`config.mk`:
```
export PLATFORM = sky130hd
export DESIGN_NAME = dspp_csr
export DESIGN_NICKNAME = d
export VERILOG_FILES = /design/src/rtl/dspp_pkg.sv /design/src/rtl/dspp_csr.sv
export SDC_FILE = /design/constraint.sdc
export NUM_CORES = 1
export LEC_CHECK = 0
export ABC_CLOCK_PERIOD_IN_PS = 2000
export BUFFER_PORTS_ARGS = -buffer_cell sky130_fd_sc_hd__buf_2
export CAP_MARGIN = 20
export CORE_MARGIN = 8
export CORE_UTILIZATION = 40
export CTS_BUF_LIST = sky130_fd_sc_hd__clkbuf_8
export DETAILED_ROUTE_END_ITERATION = 10
export GPL_TIMING_DRIVEN = 0
export PLACE_DENSITY = 0.63
export SETUP_SLACK_MARGIN = 0.3
export SYNTH_ARGS = -nofsm -noshare
export SYNTH_HDL_FRONTEND = slang
export SYNTH_SLANG_ARGS = --single-unit
```
`constraint.sdc`:
```
create_clock -name clock -period 2 [get_ports clock]
set_input_delay 0.5 -clock clock [delete_from_list [all_inputs] [get_ports clock]]
set_output_delay 0.5 -clock clock [all_outputs]
set_load 0.02 [all_outputs]
```
`src/rtl/dspp_pkg.sv`:
```
// Package for the depth surface paint pixel core: command and register codes,
// field widths, fixed-point constants and the structs passed between stages.
// No dependencies.
package dspp_pkg;

   typedef enum logic [1:0] {
      CMD_LOAD_LIVE = 2'd0,
      CMD_LOAD_BG   = 2'd1,
      CMD_RENDER    = 2'd2
   } cmd_type;

   typedef enum logic [2:0] {
      REG_C0_X = 3'd0,
      REG_C0_Y = 3'd1,
      REG_C1_X = 3'd2,
      REG_C1_Y = 3'd3,
      REG_C2_X = 3'd4,
      REG_C2_Y = 3'd5,
      REG_C3_X = 3'd6,
      REG_C3_Y = 3'd7
   } reg_index_type;

   // field widths
   localparam int CMD_W    = 2;
   localparam int DIDX_W   = 19;
   localparam int DVAL_W   = 16;
   localparam int SCR_W    = 10;
   localparam int SIDX_W   = 20;
   localparam int GREY_W   = 8;
   localparam int COORD_W  = 12;
   localparam int REGIDX_W = 3;
   localparam int REQ_DATA_W = 56;
   localparam int RSP_DATA_W = 32;

   // weights are Q16, products of two weights Q32
   localparam int FRAC_W       = 16;
   localparam int WEIGHT_W     = 2 * FRAC_W + 1;
   localparam int PROD_W       = 46;
   localparam int RECIP_SHIFT  = 38;
   localparam int RECIP_W      = 38;
   localparam int RECIP_PROD_W = 48;

   // grey ramp: (delta-30)*255/120 == (delta-30)*17/8
   localparam int DELTA_W     = 17;
   localparam int DELTA_MIN   = 30;
   localparam int DELTA_MAX   = 150;
   localparam int SPAN_W      = 7;
   localparam int GREY_MUL    = 17;
   localparam int GREY_SHIFT  = 3;
   localparam int GREY_PROD_W = 11;

   typedef logic signed [COORD_W-1:0] coord_type;

   typedef struct packed {
      coord_type [3:0] x;
      coord_type [3:0] y;
   } corner_set_type;

   localparam corner_set_type CORNER_RESET = '{
      x: {12'd0,   12'd639, 12'd639, 12'd0},
      y: {12'd479, 12'd479, 12'd0,   12'd0}
   };

   typedef struct packed {
      logic    valid;
      cmd_type op;
      logic    hit;
   } warp_ctrl_type;

   typedef struct packed {
      logic valid;
      logic hit;
   } fetch_ctrl_type;

endpackage

```
`src/rtl/dspp_csr.sv`:
```
// Corner point registers of the depth surface paint pixel core.
// Uses dspp_pkg for register codes, coordinate type and reset values.
module dspp_csr (
   input  logic                             clock,
   input  logic                             reset,
   input  logic                             wr_valid,
   output logic                             wr_ready,
   input  logic [dspp_pkg::REGIDX_W-1:0]    wr_index,
   input  logic [dspp_pkg::COORD_W-1:0]     wr_data,
   output dspp_pkg::corner_set_type         corners
);

   dspp_pkg::corner_set_type corners_ff;

   assign wr_ready = 1'b1;
   assign corners  = corners_ff;

   always_ff @(posedge clock) begin
      if (reset) begin
         corners_ff <= dspp_pkg::CORNER_RESET;
      end else if (wr_valid) begin
         case (dspp_pkg::reg_index_type'(wr_index))
            dspp_pkg::REG_C0_X: begin
               corners_ff.x[0] <= wr_data;
            end
            dspp_pkg::REG_C0_Y: begin
               corners_ff.y[0] <= wr_data;
            end
            dspp_pkg::REG_C1_X: begin
               corners_ff.x[1] <= wr_data;
            end
            dspp_pkg::REG_C1_Y: begin
               corners_ff.y[1] <= wr_data;
            end
            dspp_pkg::REG_C2_X: begin
               corners_ff.x[2] <= wr_data;
            end
            dspp_pkg::REG_C2_Y: begin
               corners_ff.y[2] <= wr_data;
            end
            dspp_pkg::REG_C3_X: begin
               corners_ff.x[3] <= wr_data;
            end
            dspp_pkg::REG_C3_Y: begin
               corners_ff.y[3] <= wr_data;
            end
            default: begin
            end
         endcase
      end
   end

endmodule

```
Yosys cells after proc, flatten, opt, wreduce, memory -nomap -nowiden
Index checks and enable logic that the tools add are counted.

Reductions and logical operators: 9. Equality and inequality tests: 7.

Operator list (count): $reduce_and 2->1 (8); $eq 3x3->1 const B (4); $eq 3x2->1 const B (2); $eq 3x1->1 const B (1); $logic_not 3->1 (1).

Bits of input ports: 18. Register bits: 96. Output and inout port bits: 97.

Longest topological paths before layout
Gate-level depths: netlist of the first run.

Depth after elaboration: 2. Depth in mapped cells: 5. Mapped depth without buffers: 2.

Worst setup path after synthesis of the first run
OpenSTA, ideal clock, no wires.

Path kind: input -> register. From: in wr_index[0] (netlist name). To: reg corners_ff, in the netlist corners[58]. Setup slack: 0.344 ns. Data arrival time: 1.527 ns. Stages: 5. Buffers on the path: 3. Path through: buf_2 or4b_4 buf_6 buf_6 mux2i_1.

Word-level cells in the longest chain between the ends: 2.

Ends and longest elaborated chain: start: declaration (line dspp_csr.sv:8) `input logic [dspp_pkg::REGIDX_W-1:0] wr_index,`; $logic_not 3->1 (line dspp_csr.sv:22) `case (dspp_pkg::reg_index_type'(wr_index))`; $reduce_and 2->1 (no line); end signal: assignment (line dspp_csr.sv:20) `corners_ff <= dspp_pkg::CORNER_RESET;`; end: declaration (line dspp_csr.sv:13) `dspp_pkg::corner_set_type corners_ff;`.

No other way between the ends. A chain may end at the register's enable or synchronous reset.

Worst setup path in the final report of the first run
From: in wr_index[2] (netlist name). To: reg corners_ff, in the netlist corners[61].

Word-level cells in the longest chain between the ends: 2.

Ends and longest elaborated chain (line): $eq 3x2->1 (dspp_csr.sv:22); $reduce_and 2->1 (no line).

No other way between the ends.

==> parameters.txt, run 1 <==
Parameter                              Value

Global route
  Total routing resource utilization after global routing    16.0%
  Largest net degree at the start of global routing    16
  Initial antenna violation count    0
  Number of global-route vias before repair    3045
  Global-route wire length before repair    between 15000 and 20000 µm
  Sum of overflow across all layers after global routing    0

Placed design
  Final GP Congestion    0.751
  Inst Count DP    570
  Placed cell area    0.00445 mm²
  Final HPWL from detailed placement    7470 µm
  I/O Buffers    108

Logic synthesis
  Cell area after synthesis    between 0.003 and 0.004 mm²
  Warning count from the yosys run    0
  Sequential element share of the synthesized area    51.0%
  Netlist cell types    16
  Average footprint of a synthesized cell    10.7 µm²
  Count of state elements after synthesis    96
  Post-Syn Instances    ~350
  Net count after synthesis    369

Floorplanning
  DIE WIDTH    113 µm
  Number of cell rows    35
  Standard cell core area    just over 0.009 mm²
  I/O pin cnt    115
  Initial core utilization    between 40% and 50%
  Vertical extent of the die    113 µm
  Die area    between 0.01 and 0.015 mm²

Final layout
  Flip-flop count of the largest register, all copies and words added    96
  Most frequent standard cell in the layout excluding fill and tap cells    buf_2
  Nets    488
  Number of diodes added for antenna fixing    0
  Reg area    0.00192 mm²
  Layout cell share with drive strength beyond 1    approximately 29%
  Highest-count cells in the layout ignoring fill and taps    buf_2, mux2i_1, dfxtp_1
  Fill cell count    881
  Multi-input gate area in the final layout    approximately 0.0017 mm²
  Post-synthesis to final-layout area growth    24.1%
  Post-Layout Cell Count    586
  Fin area    roughly 0.0047 mm²

Drt
  Post-route DRC violation count    0
  Wirelength, routed    10100 µm
  Count of antenna-violating nets left after detailed routing    0
  Total vias in the final route    2793
  Number of violations reported at the end of detailed-routing iteration 0    112
  Avg WL per Cell    17.2 µm
  Via density    4.77
  Pre-antenna DRT Iters    5

Clocking
  Number of clock buffers inserted by TritonCTS    9
  Skew-Pair Late Insertion Delay    350 ps
  Clock tree from TritonCTS    done
  # clock sinks    96
  CTS Buffer Depth    2
  CTS H-tree depth    3
  Post-CTS clock slew at the launch and capture registers of the worst setup and hold paths    100 ps
  Post-CTS Setup Repair Bufs    0
  Root buf cell    clkbuf_8
  Number of buffers inserted for hold repair after clock tree synthesis    0
  Post-CTS Resized    0

Power
  Cell leakage power    2.36 nW
  Cell Int Power    roughly 2.9 mW
  Fraction of power consumed by sequential logic    between 50% and 60%
  Net switching component of the power    about 0.91 mW
  Post-layout power    approximately 3.8 mW
  Max rail drop VDD    slightly above 400 µV
  Power density normalized to cell area    between 800 and 900 mW/mm²
  Relative contribution of the clock network to total power    38.7%
  Part of the total power dissipated in combinational logic    8.8%
  Sw Ratio    24.2%

Worst setup path
  Kind of end point of the critical path    register
  Nature of the critical path startpoint    input port
  Reg-to-reg setup timing slack    between 1000 and 1500 ps
  Maximum net fanout on the critical path    10
  Required arrival time at the worst endpoint    2290 ps
  Worst-case reg-to-reg path depth    2
  Critical Path Sink    corners[61]$_SDFFE_PP1P_
  Origin of the critical flop-to-flop path    corners[79]$_SDFFE_PP0P_
  CP startpoint    wr_index[2]
  RR Endpoint    corners[79]$_SDFFE_PP0P_
  Endpoint arrival time on the critical path    between 1500 and 2000 ps
  Worst Setup Path Type    in -> reg

Timing
  Least-Margin Pin Slew    557 ps
  Number of hold violations in the final report    0
  Hold WS    435 ps
  Max Fclk    690 MHz
  Slew Limit Headroom    62.9%
  Worst setup skew after layout    0 ps
  Final count of pins violating max slew    0
  Post-route setup TNS    0 ps
  Number of setup violations in the final report    0
  RSZ-0062 raised after global routing    no
  Final cycle utilization of the critical path    72.4%
  Clock period minus final worst setup slack    1450 ps

Worst hold path
  Class of the tightest hold or removal check    in -> reg

Job
  Max-Cap Viols    0

Outcome
  Status    finished, final reports clean
-- power groups by stage --
stage	registers, mW	clock network (mW)	logic (mW)
6_report	1.98	1.45	0.331
5_1_grt	1.98	1.56	0.357
4_1_cts	1.98	1.47	0.336
3_5_place_dp	2.02	0	0.335
3_3_place_gp	2.02	0	0.332
2_1_floorplan	2.07	0	0.165
-- cell families (layout without fill, tap and decap cells) --
logic type             Yosys count  after routing  synth area share (%)
other                            1              1                0.0994
DFF                             96             96                  51.0
buffers and inverters           30            154                  3.98
and+or+nand+nor                128            128                  19.5
muxes                           96             96                  25.5
-- critical path, cell delays in order --
cell and delay, ps:
clkbuf_1 180, nor4bb_1 380, clkbuf_1 420, mux2i_1 250
-- worst min-delay path by stage --
stage / start / slack [ps] / to / cells after the start
global route: wr_data[9] / 440 / corners[69]$_SDFFE_PP1P_ / 3
detailed placement: corners[10]$_SDFFE_PP0P_ / 460 / corners[10]$_SDFFE_PP0P_ / 2
finish: wr_data[9] / 430 / corners[69]$_SDFFE_PP1P_ / 3
floorplan: corners[83]$_SDFFE_PP0P_ / 550 / corners[83]$_SDFFE_PP0P_ / 2
CTS: wr_data[7] / 430 / corners[31]$_SDFFE_PP1P_ / 3
global placement: corners[82]$_SDFFE_PP0P_ / 460 / corners[82]$_SDFFE_PP0P_ / 2
-- metrics by stage --
step	setup WS (ps)	utilization (%)
after floorplan	344	-
after global placement	190	48.4
after detailed placement	152	48.4
after CTS	526	50.9
after global routing	344	50.9
final	551	50.9
-- cells in the mapped netlist --
| cell | instances | area [µm²] |
|---|---|---|
| and4bb_2 | 1 | 12.5 |
| conb_1 | 1 | 3.75 |
| or4b_4 | 1 | 13.8 |
| clkbuf_1 | 17 | 63.8 |
| dfxtp_1 | 96 | 1920 |
| nor4bb_1 | 1 | 10.0 |
| nand4_1 | 1 | 6.26 |
| buf_2 | 9 | 45.0 |
| nor2_1 | 42 | 158 |
| buf_4 | 1 | 7.51 |
| mux2i_1 | 96 | 961 |
| nand4b_1 | 3 | 26.3 |
| and4b_1 | 1 | 10.0 |
| buf_6 | 3 | 33.8 |
| nand2b_1 | 76 | 475 |
| nand4bb_1 | 2 | 22.5 |
-- layout make-up --
type / count / share of cell area, %
Multi-Input combinational cell: 225 / 36.3
Tap cell: 111 / 2.97
Sequential cell: 96 / 41.1
Timing Repair Buffer: 108 / 11.5
Buffer: 30 / 3.21
Clock inverter: 5 / 1.68
Clock buffer: 11 / 3.23
-- metal layers --
| layer | global-route usage, % | vias up | share of wire, % |
|---|---|---|---|
| li1 | - | 1387 | - |
| met2 | 25.8 | 82 | 45 |
| met5 | 0 | - | 0 |
| met3 | 6.50 | 10 | 8.7 |
| met4 | 4.26 | 0 | 0.97 |
| met1 | 19.3 | 1314 | 46 |
No activity file was read; power rests on OpenSTA's default activity.
==> run 2: changes to the inputs <==
--- a/config.mk
+++ b/config.mk
@@ -5,7 +5,8 @@
 export SDC_FILE = /design/constraint.sdc
 export NUM_CORES = 1
 export LEC_CHECK = 0
-export ABC_CLOCK_PERIOD_IN_PS = 2000
+export ABC_AREA = 1
+export ABC_CLOCK_PERIOD_IN_PS = 1400
 export BUFFER_PORTS_ARGS = -buffer_cell sky130_fd_sc_hd__buf_2
 export CAP_MARGIN = 20
 export CORE_MARGIN = 8
==> constraint.sdc (replaced) <==
create_clock -name clock -period 1.4 [get_ports clock]
set_input_delay 0.35 -clock clock [delete_from_list [all_inputs] [get_ports clock]]
set_output_delay 0.35 -clock clock [all_outputs]
set_load 0.02 [all_outputs]
==> run 2 against run 1 <==
Compared with the run above:
- setup slack worse by 340 ps
- die area down 2.1%
- sequential share of layout area down 3.3 points
- count of clock-buffer cells in the layout down 1
- via count up 34%
- register-to-register slack got worse by 650 ps
- synthesized cell count increased by 48%
- first-iteration DRC count up 64%
- flip-flop and latch count is the same
- largest power group unchanged
- clock skew unchanged
- highest routed layer unchanged
- cell count grew 32%
- global-route usage grew 3.0 points
==> parameters.txt, run 2 <==
Parameter                              Value

Outcome
  Status    finished, final reports clean

Drt
  Post-route DRC violation count    0
  Number of violations reported at the end of detailed-routing iteration 0    184
  Via density    4.86
  Count of antenna-violating nets left after detailed routing    0
  Wirelength, routed    11700 µm
  Pre-antenna DRT Iters    4
  Total vias in the final route    3746
  Avg WL per Cell    roughly 15 µm

Global route
  Total routing resource utilization after global routing    19.0%
  Largest net degree at the start of global routing    16
  Routing layer with the top usage in global route    met2
  Met1 Usage GRT    21.1%
  Sum of overflow across all layers after global routing    0
  Initial antenna violation count    1
  Met2 Use GR    approximately a third
  Met3 routing resource usage after global routing    7.85%
  Global-route wire length before repair    19000 µm
  Number of global-route vias before repair    roughly 3800

Job
  Max-Cap Viols    0

Timing
  Final cycle utilization of the critical path    84.9%
  Final count of pins violating max slew    0
  Clock period minus final worst setup slack    approximately 1200 ps
  Max Fclk    842 MHz
  Worst setup skew after layout    0 ps
  RSZ-0062 raised after global routing    yes
  Hold WS    230 ps
  Number of setup violations in the final report    0
  Number of hold violations in the final report    0
  Slew Limit Headroom    65.7%
  Least-Margin Pin Slew    515 ps

Worst setup path
  RR Endpoint    corners[54]$_SDFFE_PP0P_
  Maximum net fanout on the critical path    2
  Largest delay share family, worst path    flip-flops
  Nature of the critical path startpoint    register
  CP startpoint    corners[61]$_SDFFE_PP1P_
  Worst-case reg-to-reg path depth    3
  Worst Setup Path Type    reg -> out
  Kind of end point of the critical path    output pin
  Reg-to-reg setup timing slack    690 ps
  Crit path cell chain    buf_6
  Origin of the critical flop-to-flop path    corners[54]$_SDFFE_PP0P_
  Critical-path cell with the highest stage delay    dfxtp_2
  Endpoint arrival time on the critical path    840 ps
  Required arrival time at the worst endpoint    1050 ps
  Worst Path Buf+Inv    1
  Longest individual stage delay on the worst path    between 300 and 400 ps

Final layout
  Highest-count cells in the layout ignoring fill and taps    nand2_1, nor2_1, dfxtp_2, buf_6, nand3_1
  Reg area    just over 0.002 mm²
  Post-synthesis to final-layout area growth    47.2%
  Most frequent standard cell in the layout excluding fill and tap cells    nand2_1
  Layout cell share with drive strength beyond 1    41.0%
  Flip-flop count of the largest register, all copies and words added    96
  Fill cell count    around 800
  Multi-input gate area in the final layout    about 0.0016 mm²
  Nets    672

Power
  Net switching component of the power    1.52 mW
  Cell leakage power    2.55 nW
  Cell Int Power    3.86 mW
  Fraction of power consumed by sequential logic    54.2%
  Sw Ratio    28.2%
  Post-layout power    5.38 mW
  Max rail drop VDD    558 µV
  Relative contribution of the clock network to total power    between 30% and 40%
  Part of the total power dissipated in combinational logic    15.4%
  Power density normalized to cell area    994 mW/mm²

Logic synthesis
  Count of state elements after synthesis    96
  Async set-reset flop share out of synthesis    0%
  Cell accounting for the most synthesized area    dfxtp_1
  Leading cell types by total area after synthesis    dfxtp_1, nand2_1, nor2_1, nand3_1, buf_2
  Cell area after synthesis    0.00368 mm²
  Number of enable flip-flop cells after synthesis    0
  Sequential element share of the synthesized area    52.3%
  Net count after synthesis    537
  Warning count from the yosys run    0
  Cell with the most instances after synthesis    nand2_1
  Predominant post-synthesis flop cell    dfxtp_1
  Fraction of synthesized cell area taken by the top area cell type    52.3%
  Average footprint of a synthesized cell    7.09 µm²
  Post-Syn Instances    519
  Netlist cell types    13
  Ranking of synthesized cells by instance count    nand2_1, nor2_1, dfxtp_1

Floorplanning
  Standard cell core area    just over 0.009 mm²
  I/O pin cnt    roughly 120
  Number of cell rows    35
  Vertical extent of the die    112 µm
  Initial core utilization    roughly two fifths
  Die area    0.0125 mm²
  DIE WIDTH    112 µm

Clocking
  # clock sinks    96
  Number of buffers inserted for hold repair after clock tree synthesis    0
  Root buf cell    clkbuf_8
  Clock tree from TritonCTS    done
  Number of clock buffers inserted by TritonCTS    9
  CTS H-tree depth    3
  Skew-Pair Late Insertion Delay    approximately 350 ps
  Post-CTS clock slew at the launch and capture registers of the worst setup and hold paths    90 ps
  CTS Buffer Depth    2

Worst hold path
  Launch instance of the worst min-delay path    wr_data[5]
  Class of the tightest hold or removal check    in -> reg
  End point of the most critical hold path    corners[65]$_SDFFE_PP1P_
  Number of cells on the worst hold path    3

Placed design
  I/O Buffers    113
  Final HPWL from detailed placement    8310 µm
  Final GP Congestion    0.875
==> run 2: power by group through the flow <==
| stage | sequential, mW | combinational, mW | clock (mW) |
|---|---|---|---|
| after floorplan | 3.05 | 0.314 | 0 |
| after global placement | 2.93 | 0.675 | 0 |
| after detailed placement | 2.94 | 0.686 | 0 |
| after CTS | 2.91 | 0.805 | 1.69 |
| after global routing | 2.93 | 0.906 | 1.80 |
| final | 2.92 | 0.829 | 1.64 |
==> run 2: worst min-delay path: cells and delay by family <==
kind                   cells  cell delay [ps]
buffers and inverters      1              110
and+or+nand+nor            2              100
==> run 2: routing by layer <==
| layer | wire length, µm | vias up |
|---|---|---|
| li1 | - | 1883 |
| met1 | 4800 | 1725 |
| met2 | 5600 | 119 |
| met3 | 1070 | 19 |
| met4 | 208 | 0 |
| met5 | 0 | - |
==> run 2: final cells by class <==
| cell class | count | share of cell area [%] |
|---|---|---|
| sequential | 96 | 37.7 |
| multi-input combinational | 374 | 28.9 |
| timing repair buffer | 124 | 23.1 |
| buffer | 29 | 3.07 |
| tap | 111 | 2.57 |
| clock buffer | 10 | 2.54 |
| inverter | 20 | 1.39 |
| clock inverter | 6 | 0.647 |
| antenna | 1 | 0.0462 |
==> run 2: kinds of logic after synthesis <==
logic type | Yosys count | share of synthesized area, %
other | 1 | 0.102
buffers and inverters | 49 | 6.02
AND/OR/NAND/NOR | 373 | 41.6
flip-flops | 96 | 52.3
==> run 2: stage by stage <==
stage / instances / area, µm² / setup TNS (ps) / setup WS [ps] / utilization [%]
detailed placement: 743 / 4380 / -2520 / -109 / 48.3
floorplan: 519 / 3680 / 0 / 305 / -
CTS: 764 / 5320 / 0 / 201 / 58.6
finish: 771 / 5410 / 0 / 212 / 59.7
global route: 771 / 5410 / 0 / 174 / 59.7
global placement: 743 / 4380 / -1100 / -46.8 / 48.3
==> run 2: timing repair <==
action                     CTS  global route
resized for setup          290            20
setup endpoints to repair  105           143
pin swaps                    0             0
buffers inserted             5             6
gates cloned                 0             0
==> run 2: worst max path at each step <==
stage	end	slack, ps	depth (start not counted)
after global routing	corners[67]	170	1
after floorplan	corners[24]$_SDFFE_PP1P_	300	4
final	corners[61]	210	1
after CTS	corners[48]	200	1
after global placement	corners[72]$_SDFFE_PP1P_	-50	5
after detailed placement	corners[64]$_SDFFE_PP1P_	-110	5
