### src/rtl/dspp_pkg.sv
// Package for the depth surface paint pixel core: command and register codes,
// field widths, fixed-point constants and the structs passed between stages.
// No dependencies.
package dspp_pkg;

   typedef enum logic [1:0] {
      CMD_LOAD_LIVE = 2'd0,
      CMD_LOAD_BG   = 2'd1,
      CMD_RENDER    = 2'd2
   } cmd_type;

   typedef enum logic [2:0] {
      REG_C0_X = 3'd0,
      REG_C0_Y = 3'd1,
      REG_C1_X = 3'd2,
      REG_C1_Y = 3'd3,
      REG_C2_X = 3'd4,
      REG_C2_Y = 3'd5,
      REG_C3_X = 3'd6,
      REG_C3_Y = 3'd7
   } reg_index_type;

   // field widths
   localparam int CMD_W    = 2;
   localparam int DIDX_W   = 19;
   localparam int DVAL_W   = 16;
   localparam int SCR_W    = 10;
   localparam int SIDX_W   = 20;
   localparam int GREY_W   = 8;
   localparam int COORD_W  = 12;
   localparam int REGIDX_W = 3;
   localparam int REQ_DATA_W = 56;
   localparam int RSP_DATA_W = 32;

   // weights are Q16, products of two weights Q32
   localparam int FRAC_W       = 16;
   localparam int WEIGHT_W     = 2 * FRAC_W + 1;
   localparam int PROD_W       = 46;
   localparam int RECIP_SHIFT  = 38;
   localparam int RECIP_W      = 38;
   localparam int RECIP_PROD_W = 48;

   // grey ramp: (delta-30)*255/120 == (delta-30)*17/8
   localparam int DELTA_W     = 17;
   localparam int DELTA_MIN   = 30;
   localparam int DELTA_MAX   = 150;
   localparam int SPAN_W      = 7;
   localparam int GREY_MUL    = 17;
   localparam int GREY_SHIFT  = 3;
   localparam int GREY_PROD_W = 11;

   typedef logic signed [COORD_W-1:0] coord_type;

   typedef struct packed {
      coord_type [3:0] x;
      coord_type [3:0] y;
   } corner_set_type;

   localparam corner_set_type CORNER_RESET = '{
      x: {12'd0,   12'd639, 12'd639, 12'd0},
      y: {12'd479, 12'd479, 12'd0,   12'd0}
   };

   typedef struct packed {
      logic    valid;
      cmd_type op;
      logic    hit;
   } warp_ctrl_type;

   typedef struct packed {
      logic valid;
      logic hit;
   } fetch_ctrl_type;

endpackage

### src/rtl/dspp_shade.sv
// Two-stage back end: depth difference and window test, then the grey ramp.
// Its second stage is the result register. Uses dspp_pkg.
module dspp_shade (
   input  logic                          clock,
   input  logic                          reset,
   input  dspp_pkg::fetch_ctrl_type      in_ctrl,
   output logic                          in_ready,
   input  logic [dspp_pkg::DVAL_W-1:0]   in_live,
   input  logic [dspp_pkg::DVAL_W-1:0]   in_bg,
   input  logic [dspp_pkg::SIDX_W-1:0]   in_screen_index,
   output logic                          out_valid,
   input  logic                          out_ready,
   output logic [dspp_pkg::GREY_W-1:0]   out_pixel_value,
   output logic                          out_pixel_written,
   output logic [dspp_pkg::SIDX_W-1:0]   out_screen_index
);

   localparam int DELTA_W = dspp_pkg::DELTA_W;
   localparam int SPAN_W  = dspp_pkg::SPAN_W;
   localparam int GPW     = dspp_pkg::GREY_PROD_W;
   localparam int GREY_W  = dspp_pkg::GREY_W;
   localparam int SIDX_W  = dspp_pkg::SIDX_W;

   logic [1:0]                 vld_ff;
   logic                       en0, en1;
   logic signed [DELTA_W-1:0]  delta;
   logic                       ok_in, ok_ff;
   logic [SPAN_W-1:0]          span_in, span_ff;
   logic [SIDX_W-1:0]          sidx_ff;
   logic [GPW-1:0]             grey;
   logic [GREY_W-1:0]          value_in, value_ff;
   logic                       written_ff;
   logic [SIDX_W-1:0]          out_sidx_ff;

   assign en1      = !vld_ff[1] || out_ready;
   assign en0      = !vld_ff[0] || en1;
   assign in_ready = en0;

   always_comb begin
      delta   = $signed({1'b0, in_bg}) - $signed({1'b0, in_live});
      ok_in   = in_ctrl.hit && (in_live != '0) && (in_bg != '0)
             && (delta >= dspp_pkg::DELTA_MIN) && (delta <= dspp_pkg::DELTA_MAX);
      span_in = SPAN_W'(delta - DELTA_W'(dspp_pkg::DELTA_MIN));
   end

   always_comb begin
      grey     = GPW'(span_ff) * GPW'(dspp_pkg::GREY_MUL);
      value_in = ok_ff ? GREY_W'(grey >> dspp_pkg::GREY_SHIFT) : '0;
   end

   always_ff @(posedge clock) begin
      if (reset) begin
         vld_ff <= '0;
      end else begin
         if (en0) begin
            vld_ff[0] <= in_ctrl.valid;
         end
         if (en1) begin
            vld_ff[1] <= vld_ff[0];
         end
      end
   end

   always_ff @(posedge clock) begin
      if (en0) begin
         ok_ff   <= ok_in;
         span_ff <= span_in;
         sidx_ff <= in_screen_index;
      end
      if (en1) begin
         value_ff    <= value_in;
         written_ff  <= ok_ff;
         out_sidx_ff <= sidx_ff;
      end
   end

   assign out_valid         = vld_ff[1];
   assign out_pixel_value   = value_ff;
   assign out_pixel_written = written_ff;
   assign out_screen_index  = out_sidx_ff;

endmodule

### config.mk
export PLATFORM = sky130hd
export DESIGN_NAME = dspp_shade
export DESIGN_NICKNAME = d
export VERILOG_FILES = /design/src/rtl/dspp_pkg.sv /design/src/rtl/dspp_shade.sv
export SDC_FILE = /design/constraint.sdc
export NUM_CORES = 1
export LEC_CHECK = 0
export BUFFER_PORTS_ARGS = -buffer_cell sky130_fd_sc_hd__buf_2
export CORE_ASPECT_RATIO = 0.5
export CORE_MARGIN = 4
export CORE_UTILIZATION = 52
export DETAILED_ROUTE_END_ITERATION = 6
export PLACE_DENSITY = 0.8
export SLEW_MARGIN = 20
export SYNTH_ARGS = -nofsm -noshare
export SYNTH_HDL_FRONTEND = slang
export SYNTH_SLANG_ARGS = --single-unit
### constraint.sdc
create_clock -name clock -period 3.2 [get_ports clock]
set_input_delay 0.32 -clock clock [delete_from_list [all_inputs] [get_ports clock]]
set_output_delay 0.32 -clock clock [all_outputs]
set_load 0.02 [all_outputs]
# == Word level (Yosys, flattened, before mapping) ==
# Cells that the tools add are included.
# Widths: inputs -> output; s select.
# totals
in_bits,57
wordCells,23
output_inout_bits,31
register_bits,59
# op_classes
reduce_logical,10
magnitude_cmp,2
add_sub_neg,2
n_mul,1
# ops
operator,count
$reduce_bool 16->1,2
$ge 17x6->1 const B,1
$le 17x9->1 const B,1
$sub 16x16->17,1
$mul 7x5->11 const B,1
$sub 7x6->7 const B,1
$logic_and 1x1->1,4
$logic_not 1->1,2
$logic_or 1x1->1,2

# == Depth between registers and ports, before layout ==
# Gate-level depths: netlist (run 1).
# depth
depth_word,5
mapped_depth,11
ltp_nobuf,11

# == Least setup slack after synthesis (run 1) ==
# Ideal clock, no wire load.
# synth_path
path_type,input to register
startpoint,input port in_bg[0] in the netlist's numbering
endpoint,"register ok_ff, data pin"
cell_stages,10
setup_ns,0.169
t_required_ns,3.031
arrival_ns,2.355
n_path_buf,0
path_slack_ns,0.677
cell_sequence,inv_1 ha_1 fa_1 nand2b_1 a211oi_4 o22a_2 o31ai_1 a2111oi_2 o211ai_1 nor4b_2
# synth_between
elab_chain_cells,4
word_cells_on_any_way,7
cone_classes,add/sub: 1; order compare: 2; reduce/logical: 4
# synth_lines
element,line,source
"start, declared",dspp_shade.sv:9,"input logic [dspp_pkg::DVAL_W-1:0] in_bg,"
$sub 16x16->17 or $reduce_bool 16->1 (tied branches),"dspp_shade.sv:40, dspp_shade.sv:41",
$ge 17x6->1 or $logic_and 1x1->1 (tied branches),"dspp_shade.sv:42, dspp_shade.sv:41",
$logic_and 1x1->1,dspp_shade.sv:42,&& (delta >= dspp_pkg::DELTA_MIN) && (delta <= dspp_pkg::DELTA_MAX);
$logic_and 1x1->1 (*),dspp_shade.sv:42,
via ok_in,dspp_shade.sv:27,"logic ok_in, ok_ff;"
"end signal, assigned",dspp_shade.sv:66,ok_ff <= ok_in;
"end, declared",dspp_shade.sv:27,
# The timed path passes the listed nets; every way through them passes the cells marked *.
# A chain may end at the register's enable or synchronous reset.

# == Worst setup path in the final report (run 1) ==
# layout_path
startpoint,input port in_live[0] in the netlist's numbering
endpoint,"register ok_ff, data pin"
# layout_between
elab_chain_cells,5
word_cells_on_any_way,8
cone_classes,add/sub: 1; order compare: 2; reduce/logical: 5
# layout_lines
element,line,source
"start, declared",dspp_shade.sv:8,"input logic [dspp_pkg::DVAL_W-1:0] in_live,"
branches (longest 4 deep; another with $sub 16x16->17),n/a,
$logic_and 1x1->1 (*),dspp_shade.sv:42,
via ok_in,dspp_shade.sv:27,
# Mark *: on every way through the listed nets, which the timed path passes.

==> impl_metrics.prom, run 1 <==
# TYPE chip_impl_metric gauge
chip_impl_metric{name="globalplace.congestion",unit=""} 0.868
chip_impl_info{name="setup_cp_type",value="input port to register"} 1
chip_impl_metric{name="cts_buffers",unit=""} 9
chip_impl_info{name="synth_largest_area_cell",value="edfxtp_1"} 1
chip_impl_metric{name="clkLatencyLatePin",unit="ns"} 0.31
chip_impl_info{name="critical_path.cell_chain",value="buf_2 -> ha_1 -> fa_1 -> nand2b_1 -> a211oi_4 -> o22a_2 -> o31ai_1 -> a2111oi_2 -> o211ai_1 -> nor4b_2"} 1
chip_impl_metric{name="utilization",unit=""} 0.696
chip_impl_metric{name="worst_setup_slack_for_register_to_register_paths",unit="ns"} 1.09
chip_impl_metric{name="core-area",unit="µm²"} 5610
chip_impl_metric{name="routedWlPerCell",unit="µm"} 15.1
chip_impl_info{name="rsz0062_at_grt",value="no"} 1
chip_impl_info{name="whs_endpoint",value="vld_ff[1]"} 1
chip_impl_metric{name="min_period",unit="ns"} 2.51
chip_impl_metric{name="timing.fmax",unit="MHz"} 399
chip_impl_metric{name="proportion_of_synthesized_chip_area_in_sequential_cells",unit=""} 0.570
chip_impl_metric{name="p_leak",unit="µW"} 0.00177
chip_impl_metric{name="cp.required",unit="ns"} 3.34
chip_impl_metric{name="synthesis.yosys.warnings",unit=""} 0
chip_impl_metric{name="io_pins",unit=""} 88
chip_impl_metric{name="worstPathBufferInverterCount",unit=""} 1
chip_impl_metric{name="slew_viol_final",unit=""} 0
chip_impl_metric{name="grt_overflow_total",unit=""} 0
chip_impl_info{name="root_buffer",value="clkbuf_16"} 1
chip_impl_metric{name="worst_slew_margin_rel",unit=""} 0.345
chip_impl_info{name="reg2reg_from",value="span_ff[5]"} 1
chip_impl_info{name="reg2reg_to",value="out_pixel_value[6]"} 1
chip_impl_info{name="critical_path.slowest_cell",value="fa_1"} 1
chip_impl_metric{name="detailedPlacementHpwl",unit="mm"} 4.93
chip_impl_metric{name="timing.setup.tns",unit="ns"} 0
chip_impl_info{name="status",value="finished, final reports clean"} 1
chip_impl_metric{name="finalHoldViolations",unit=""} 0
chip_impl_metric{name="syn_avg_cell_area",unit="µm²"} 12.5
chip_impl_metric{name="r2r.worst_path.cells",unit=""} 7
chip_impl_metric{name="hold_buffer_count_at_cts",unit=""} 0
chip_impl_metric{name="route.vias.total",unit=""} 2232
chip_impl_metric{name="grt.total_usage",unit=""} 0.175
chip_impl_metric{name="grt_antenna_before_repair",unit=""} 0
chip_impl_metric{name="cts_sinks",unit=""} 59
chip_impl_metric{name="detail-route-antenna-nets",unit=""} 0
chip_impl_metric{name="vias_in_the_first_global_route",unit=""} 2134
chip_impl_metric{name="post_synth_edffs",unit=""} 57
chip_impl_info{name="synthFlopType",value="edfxtp_1"} 1
chip_impl_metric{name="floorplan.initialDensity",unit=""} 0.548
chip_impl_metric{name="maxCapViolations",unit=""} 0
chip_impl_metric{name="peakVddDrop",unit="mV"} 0.353
chip_impl_metric{name="critPathArrivalTime",unit="ns"} 2.65
chip_impl_metric{name="mappedNetlistNets",unit=""} 329
chip_impl_info{name="worstSetupStartpoint",value="in_live[0]"} 1
chip_impl_metric{name="die_h",unit="µm"} 62.4
chip_impl_metric{name="grt_first_pass_wirelength",unit="mm"} 9.98
chip_impl_metric{name="syn-instance-count",unit=""} 247
chip_impl_metric{name="placement.io_buffers",unit=""} 87
chip_impl_metric{name="antenna_cells_inserted",unit=""} 0
chip_impl_metric{name="worst-path-max-fanout",unit=""} 4
chip_impl_metric{name="synthDominantCellAreaShare",unit=""} 0.557
chip_impl_metric{name="first_pass_iters",unit=""} 4
chip_impl_info{name="hold_class",value="input port to register"} 1
chip_impl_metric{name="drtIter0Drc",unit=""} 137
chip_impl_info{name="min-delay-start",value="reset"} 1
chip_impl_metric{name="post_route_cells_drive_above_1_share",unit=""} 0.318
chip_impl_metric{name="core.rowCount",unit=""} 19
chip_impl_metric{name="drt_wl_total",unit="mm"} 6.37
chip_impl_metric{name="post_cts.repair.setup_buffers",unit=""} 0
chip_impl_metric{name="setup_violations",unit=""} 0
chip_impl_metric{name="cts_resized",unit=""} 0
chip_impl_metric{name="layout_worst_path_cycle_share",unit=""} 0.784
chip_impl_metric{name="final_net_count",unit=""} 426
chip_impl_metric{name="async_flop_share",unit=""} 0
chip_impl_metric{name="min_path_cells",unit=""} 2
chip_impl_info{name="start_kind",value="input port"} 1
chip_impl_metric{name="fp.dieArea",unit="µm²"} 7280
chip_impl_metric{name="via_per_inst",unit=""} 5.29
chip_impl_metric{name="post_synth_instance_area",unit="µm²"} 3080
chip_impl_info{name="worst_setup_path_end_kind",value="register"} 1
chip_impl_info{name="critical_path.top_delay_family",value="compound AO/OA/AOI/OAI gates"} 1
chip_impl_metric{name="synth-seq-cells",unit=""} 59
chip_impl_metric{name="maximum_root_to_sink_buffer_count",unit=""} 2
chip_impl_metric{name="h-tree-depth",unit=""} 3
chip_impl_metric{name="cellPowerDensity",unit="nW/µm²"} 620
chip_impl_metric{name="clk_transition_reported_paths",unit="ns"} 0.05
chip_impl_metric{name="final.setup_skew",unit="ns"} 0.00706
chip_impl_metric{name="worst-path-stages",unit=""} 10
chip_impl_metric{name="dpl-instance-area",unit="µm²"} 3590
chip_impl_metric{name="final_design_area_no_fill",unit="µm²"} 3910
chip_impl_metric{name="yosys.cell_types.count",unit=""} 45
chip_impl_metric{name="worst-slew-pin-transition",unit="ns"} 0.976
chip_impl_metric{name="area.growth.synth_to_final",unit="%"} 27.0
chip_impl_metric{name="grt_start_max_net_pins",unit=""} 30
chip_impl_metric{name="die_width",unit="µm"} 117
chip_impl_info{name="netlist_top_cells_area",value="edfxtp_1, ha_1, inv_1"} 1
chip_impl_metric{name="max_incr_delay_on_cp",unit="ns"} 0.41
chip_impl_info{name="cts_tree",value="built"} 1
chip_impl_metric{name="drc",unit=""} 0
## routing by layer
layer  global-route usage  part of all wire  vias up
li1                     -                 -     1115
met1                0.231              0.45     1022
met2                0.288              0.47       88
met3               0.0455             0.079        7
met4               0.0486            0.0083        0
met5                    0                 0        -
## cells in the final DEF, fill, tap and decap left out, types with 3 or more instances in the layout
cell	n
and2_1	8
nor2b_1	3
a21oi_1	8
nor4_1	9
a21boi_0	3
xor2_1	5
buf_2	87
clkbuf_16	9
xnor2_1	7
a31oi_1	3
nor2_1	15
nand2b_1	4
a21o_1	5
mux2i_1	3
edfxtp_1	57
nor3_1	9
ha_1	23
o21ai_0	8
a211oi_1	3
inv_1	31
nand2_1	10
## area by class of cell
class                      count  area [µm²]
clock buffer                  11         233
clock inverter                 5        77.6
fill                         410        1710
inverter                      32         120
multi-input combinational    154        1190
sequential                    59        1750
tap                           73        91.3
timing repair buffer          88         443
## power breakdown
group	switching (µW)	internal (µW)	total (µW)
sequential	31.3	928	960
combinational	276	214	490
clock	295	677	972
## cell usage after synthesis, types with 2 or more instances
cell       n
a31oi_1    3
mux2i_1    3
o221ai_2   2
ha_1      23
dfxtp_1    2
nand2b_1   4
inv_1     32
edfxtp_1  57
and2_1     8
a211oi_1   3
xor2_1     5
a21boi_0   3
nand3_1    2
a21o_1     5
nor2_1    15
nand4_1    2
nor3_1     9
nand2_1   10
nor4_1     9
fa_1       2
o31ai_1    2
nor2b_1    3
xnor2_1    7
a21oi_1    8
o21ai_0    8
## kinds of logic (layout without fill, tap and decap cells)
| group | after synthesis | in the layout | share of synthesized area |
|---|---|---|---|
| buf+inv | 34 | 136 | 0.0439 |
| fa+ha+maj | 25 | 25 | 0.107 |
| mux | 3 | 3 | 0.00976 |
| xor+xnor | 12 | 12 | 0.0342 |
| simple gates | 67 | 67 | 0.117 |
| compound gates | 47 | 47 | 0.119 |
| flops | 59 | 59 | 0.570 |
## per-stage QoR
stage	instances	power [µW]	worst slack (ns)	hold WS (ns)
3_5_place_dp	406	1450	0.374	0.405
3_3_place_gp	406	1430	0.457	0.401
5_1_grt	422	2550	0.538	0.167
6_report	422	2420	0.692	0.169
4_1_cts	422	2440	0.701	0.158
2_1_floorplan	247	1310	0.677	0.392
## worst max path at each step
stage,endpoint
final,ok_ff
after floorplan,ok_ff
after global placement,ok_ff
after global routing,ok_ff
after CTS,ok_ff
after detailed placement,ok_ff
## registers in the layout, indices dropped and copies added, names as in the netlist
name,flops
out_pixel_value,8
sidx_ff,20
span_ff,7
ok_ff,1
vld_ff,2
out_pixel_written,1
out_screen_index,20
Note: power is estimated with default switching activity, not from simulation.
==> run 2, diff against run 1 <==
clock period = 2.41 ns   (was 3.2 ns; I/O delays follow)
==> run 2 against run 1 <==
Total power grew 39%. Clock-buffer cell count shrank 1. Critical path depth grew 1. Hold slack lost 0.064 ns. Combinational power grew 44%. Final cell count grew 5.0%. Non-clock buffer count grew 21. Sequential power grew 32%. Die area is the same.
==> impl_metrics.prom, run 2 (same netlist as run 1, synthesis figures left out) <==
# TYPE chip_impl_metric gauge
chip_impl_metric{name="grt_antenna_before_repair",unit=""} 0
chip_impl_metric{name="setup_violations",unit=""} 0
chip_impl_metric{name="worst-path-max-fanout",unit=""} 3
chip_impl_metric{name="multiInputGateArea",unit="µm²"} 1200
chip_impl_metric{name="peakVddDrop",unit="mV"} 0.557
chip_impl_metric{name="antenna_cells_inserted",unit=""} 0
chip_impl_metric{name="drtIter0Drc",unit=""} 119
chip_impl_info{name="min-delay-start",value="in_screen_index[5]"} 1
chip_impl_info{name="start_kind",value="input port"} 1
chip_impl_metric{name="power.total",unit="µW"} 3360
chip_impl_metric{name="core-area",unit="µm²"} 5610
chip_impl_metric{name="die_width",unit="µm"} 117
chip_impl_metric{name="detail-route-antenna-nets",unit=""} 0
chip_impl_metric{name="hold-worst-slack",unit="ns"} 0.105
chip_impl_metric{name="core.rowCount",unit=""} 19
chip_impl_metric{name="post_cts.repair.setup_buffers",unit=""} 0
chip_impl_metric{name="fp.dieArea",unit="µm²"} 7280
chip_impl_metric{name="vias_in_the_first_global_route",unit=""} 2469
chip_impl_info{name="layout_commonest_cell",value="buf_2"} 1
chip_impl_info{name="rsz0062_at_grt",value="no"} 1
chip_impl_metric{name="maximum_root_to_sink_buffer_count",unit=""} 2
chip_impl_metric{name="dpl-instance-area",unit="µm²"} 3760
chip_impl_metric{name="io_pins",unit=""} 88
chip_impl_metric{name="final_design_area_no_fill",unit="µm²"} 4100
chip_impl_metric{name="drt_wl_total",unit="mm"} 6.83
chip_impl_metric{name="final_net_count",unit=""} 447
chip_impl_metric{name="cellPowerDensity",unit="nW/µm²"} 821
chip_impl_info{name="whs_endpoint",value="sidx_ff[5]"} 1
chip_impl_info{name="root_buffer",value="clkbuf_16"} 1
chip_impl_metric{name="grt_start_max_net_pins",unit=""} 30
chip_impl_metric{name="timing.fmax",unit="MHz"} 438
chip_impl_metric{name="worst_setup_slack_for_register_to_register_paths",unit="ns"} 0.29
chip_impl_metric{name="die_h",unit="µm"} 62.4
chip_impl_metric{name="final.setup_skew",unit="ns"} 0.00533
chip_impl_metric{name="via_per_inst",unit=""} 5.27
chip_impl_metric{name="clk_transition_reported_paths",unit="ns"} 0.05
chip_impl_metric{name="critPathArrivalTime",unit="ns"} 2.34
chip_impl_metric{name="timing.setup.tns",unit="ns"} 0
chip_impl_info{name="cts_tree",value="built"} 1
chip_impl_metric{name="area.growth.synth_to_final",unit="%"} 33.2
chip_impl_metric{name="cts_sinks",unit=""} 59
chip_impl_info{name="worstSetupStartpoint",value="in_live[0]"} 1
chip_impl_metric{name="layout.area.seq",unit="µm²"} 1750
chip_impl_metric{name="placement.io_buffers",unit=""} 87
chip_impl_metric{name="p_leak",unit="µW"} 0.00189
chip_impl_metric{name="maxCapViolations",unit=""} 0
chip_impl_metric{name="globalplace.congestion",unit=""} 0.893
chip_impl_metric{name="worst-slew-pin-transition",unit="ns"} 0.351
chip_impl_metric{name="min_path_cells",unit=""} 1
chip_impl_metric{name="pre_cts_ws",unit="ns"} -0.211
chip_impl_metric{name="cts_buffers",unit=""} 9
chip_impl_info{name="status",value="finished, final reports clean"} 1
chip_impl_metric{name="clkLatencyLatePin",unit="ns"} 0.31
chip_impl_info{name="setup_cp_type",value="input port to register"} 1
chip_impl_metric{name="grt.total_usage",unit=""} 0.190
chip_impl_info{name="reg2reg_from",value="span_ff[5]"} 1
chip_impl_metric{name="r2r.worst_path.cells",unit=""} 7
chip_impl_metric{name="fillCellCount",unit=""} 364
chip_impl_metric{name="cts_resized",unit=""} 0
chip_impl_metric{name="route.vias.total",unit=""} 2336
chip_impl_metric{name="post_route_cells_drive_above_1_share",unit=""} 0.365
chip_impl_metric{name="layout_setup_ws",unit="ns"} 0.126
chip_impl_metric{name="grt_overflow_total",unit=""} 0
chip_impl_metric{name="first_pass_iters",unit=""} 5
chip_impl_metric{name="min_period",unit="ns"} 2.28
chip_impl_metric{name="grt_first_pass_wirelength",unit="mm"} 10.9
chip_impl_metric{name="finalHoldViolations",unit=""} 0
chip_impl_info{name="worst_setup_path_end_kind",value="register"} 1
chip_impl_metric{name="detailedPlacementHpwl",unit="mm"} 5.40
chip_impl_metric{name="slew_viol_final",unit=""} 0
chip_impl_metric{name="floorplan.initialDensity",unit=""} 0.548
chip_impl_metric{name="worst_slew_margin_rel",unit=""} 0.763
chip_impl_metric{name="cp.required",unit="ns"} 2.46
chip_impl_metric{name="hold_buffer_count_at_cts",unit=""} 0
chip_impl_metric{name="layout_worst_path_cycle_share",unit=""} 0.948
chip_impl_info{name="reg2reg_to",value="out_pixel_value[6]"} 1
chip_impl_metric{name="routedWlPerCell",unit="µm"} 15.4
chip_impl_info{name="final_cell_mix",value="buf_2, edfxtp_1, inv_1, ha_1, buf_4"} 1
chip_impl_metric{name="drc",unit=""} 0
chip_impl_info{name="hold_class",value="input port to register"} 1
chip_impl_metric{name="h-tree-depth",unit=""} 3
-- run 2: final cells by class --
class	instances	area share
sequential	59	0.428
timing repair buffer	109	0.147
tap	73	0.0223
clock inverter	6	0.0254
inverter	32	0.0293
clock buffer	10	0.0559
multi-input combinational	154	0.293
-- run 2: metal layers --
metal  routed length, µm  vias up  global-route usage
met5                   0        -                   0
met4                  46        0              0.0544
met2                3420       92               0.340
li1                    -     1155                   -
met1                2940     1085               0.232
met3                 423        4              0.0348
-- run 2: worst max-delay path, cell delays in order --
cell and delay (ns):
buf_2 0.12, ha_1 0.22, fa_2 0.35, nand2b_4 0.16
a211oi_4 0.27, buf_4 0.15, nor4_1 0.04, a311oi_1 0.33
buf_4 0.18, a41oi_1 0.11, nor4b_2 0.18
-- run 2: where the power goes --
group | internal, µW | switching [µW] | total, µW
logic | 324 | 381 | 705
registers | 1230 | 42.5 | 1270
clock network | 999 | 383 | 1380
total | 2560 | 806 | 3360
-- run 2: how the worst max path moves through the flow --
stage / slack [ns] / endpoint
final: 0.13 / ok_ff
after global placement: -0.14 / ok_ff
after floorplan: 0.003 / ok_ff
after CTS: 0.11 / ok_ff
after detailed placement: -0.21 / ok_ff
after global routing: 0.01 / ok_ff
-- run 2: through the flow --
step	cells	util
floorplan	247	-
global placement	427	0.671
detailed placement	427	0.671
CTS	443	0.730
global route	443	0.730
finish	443	0.730
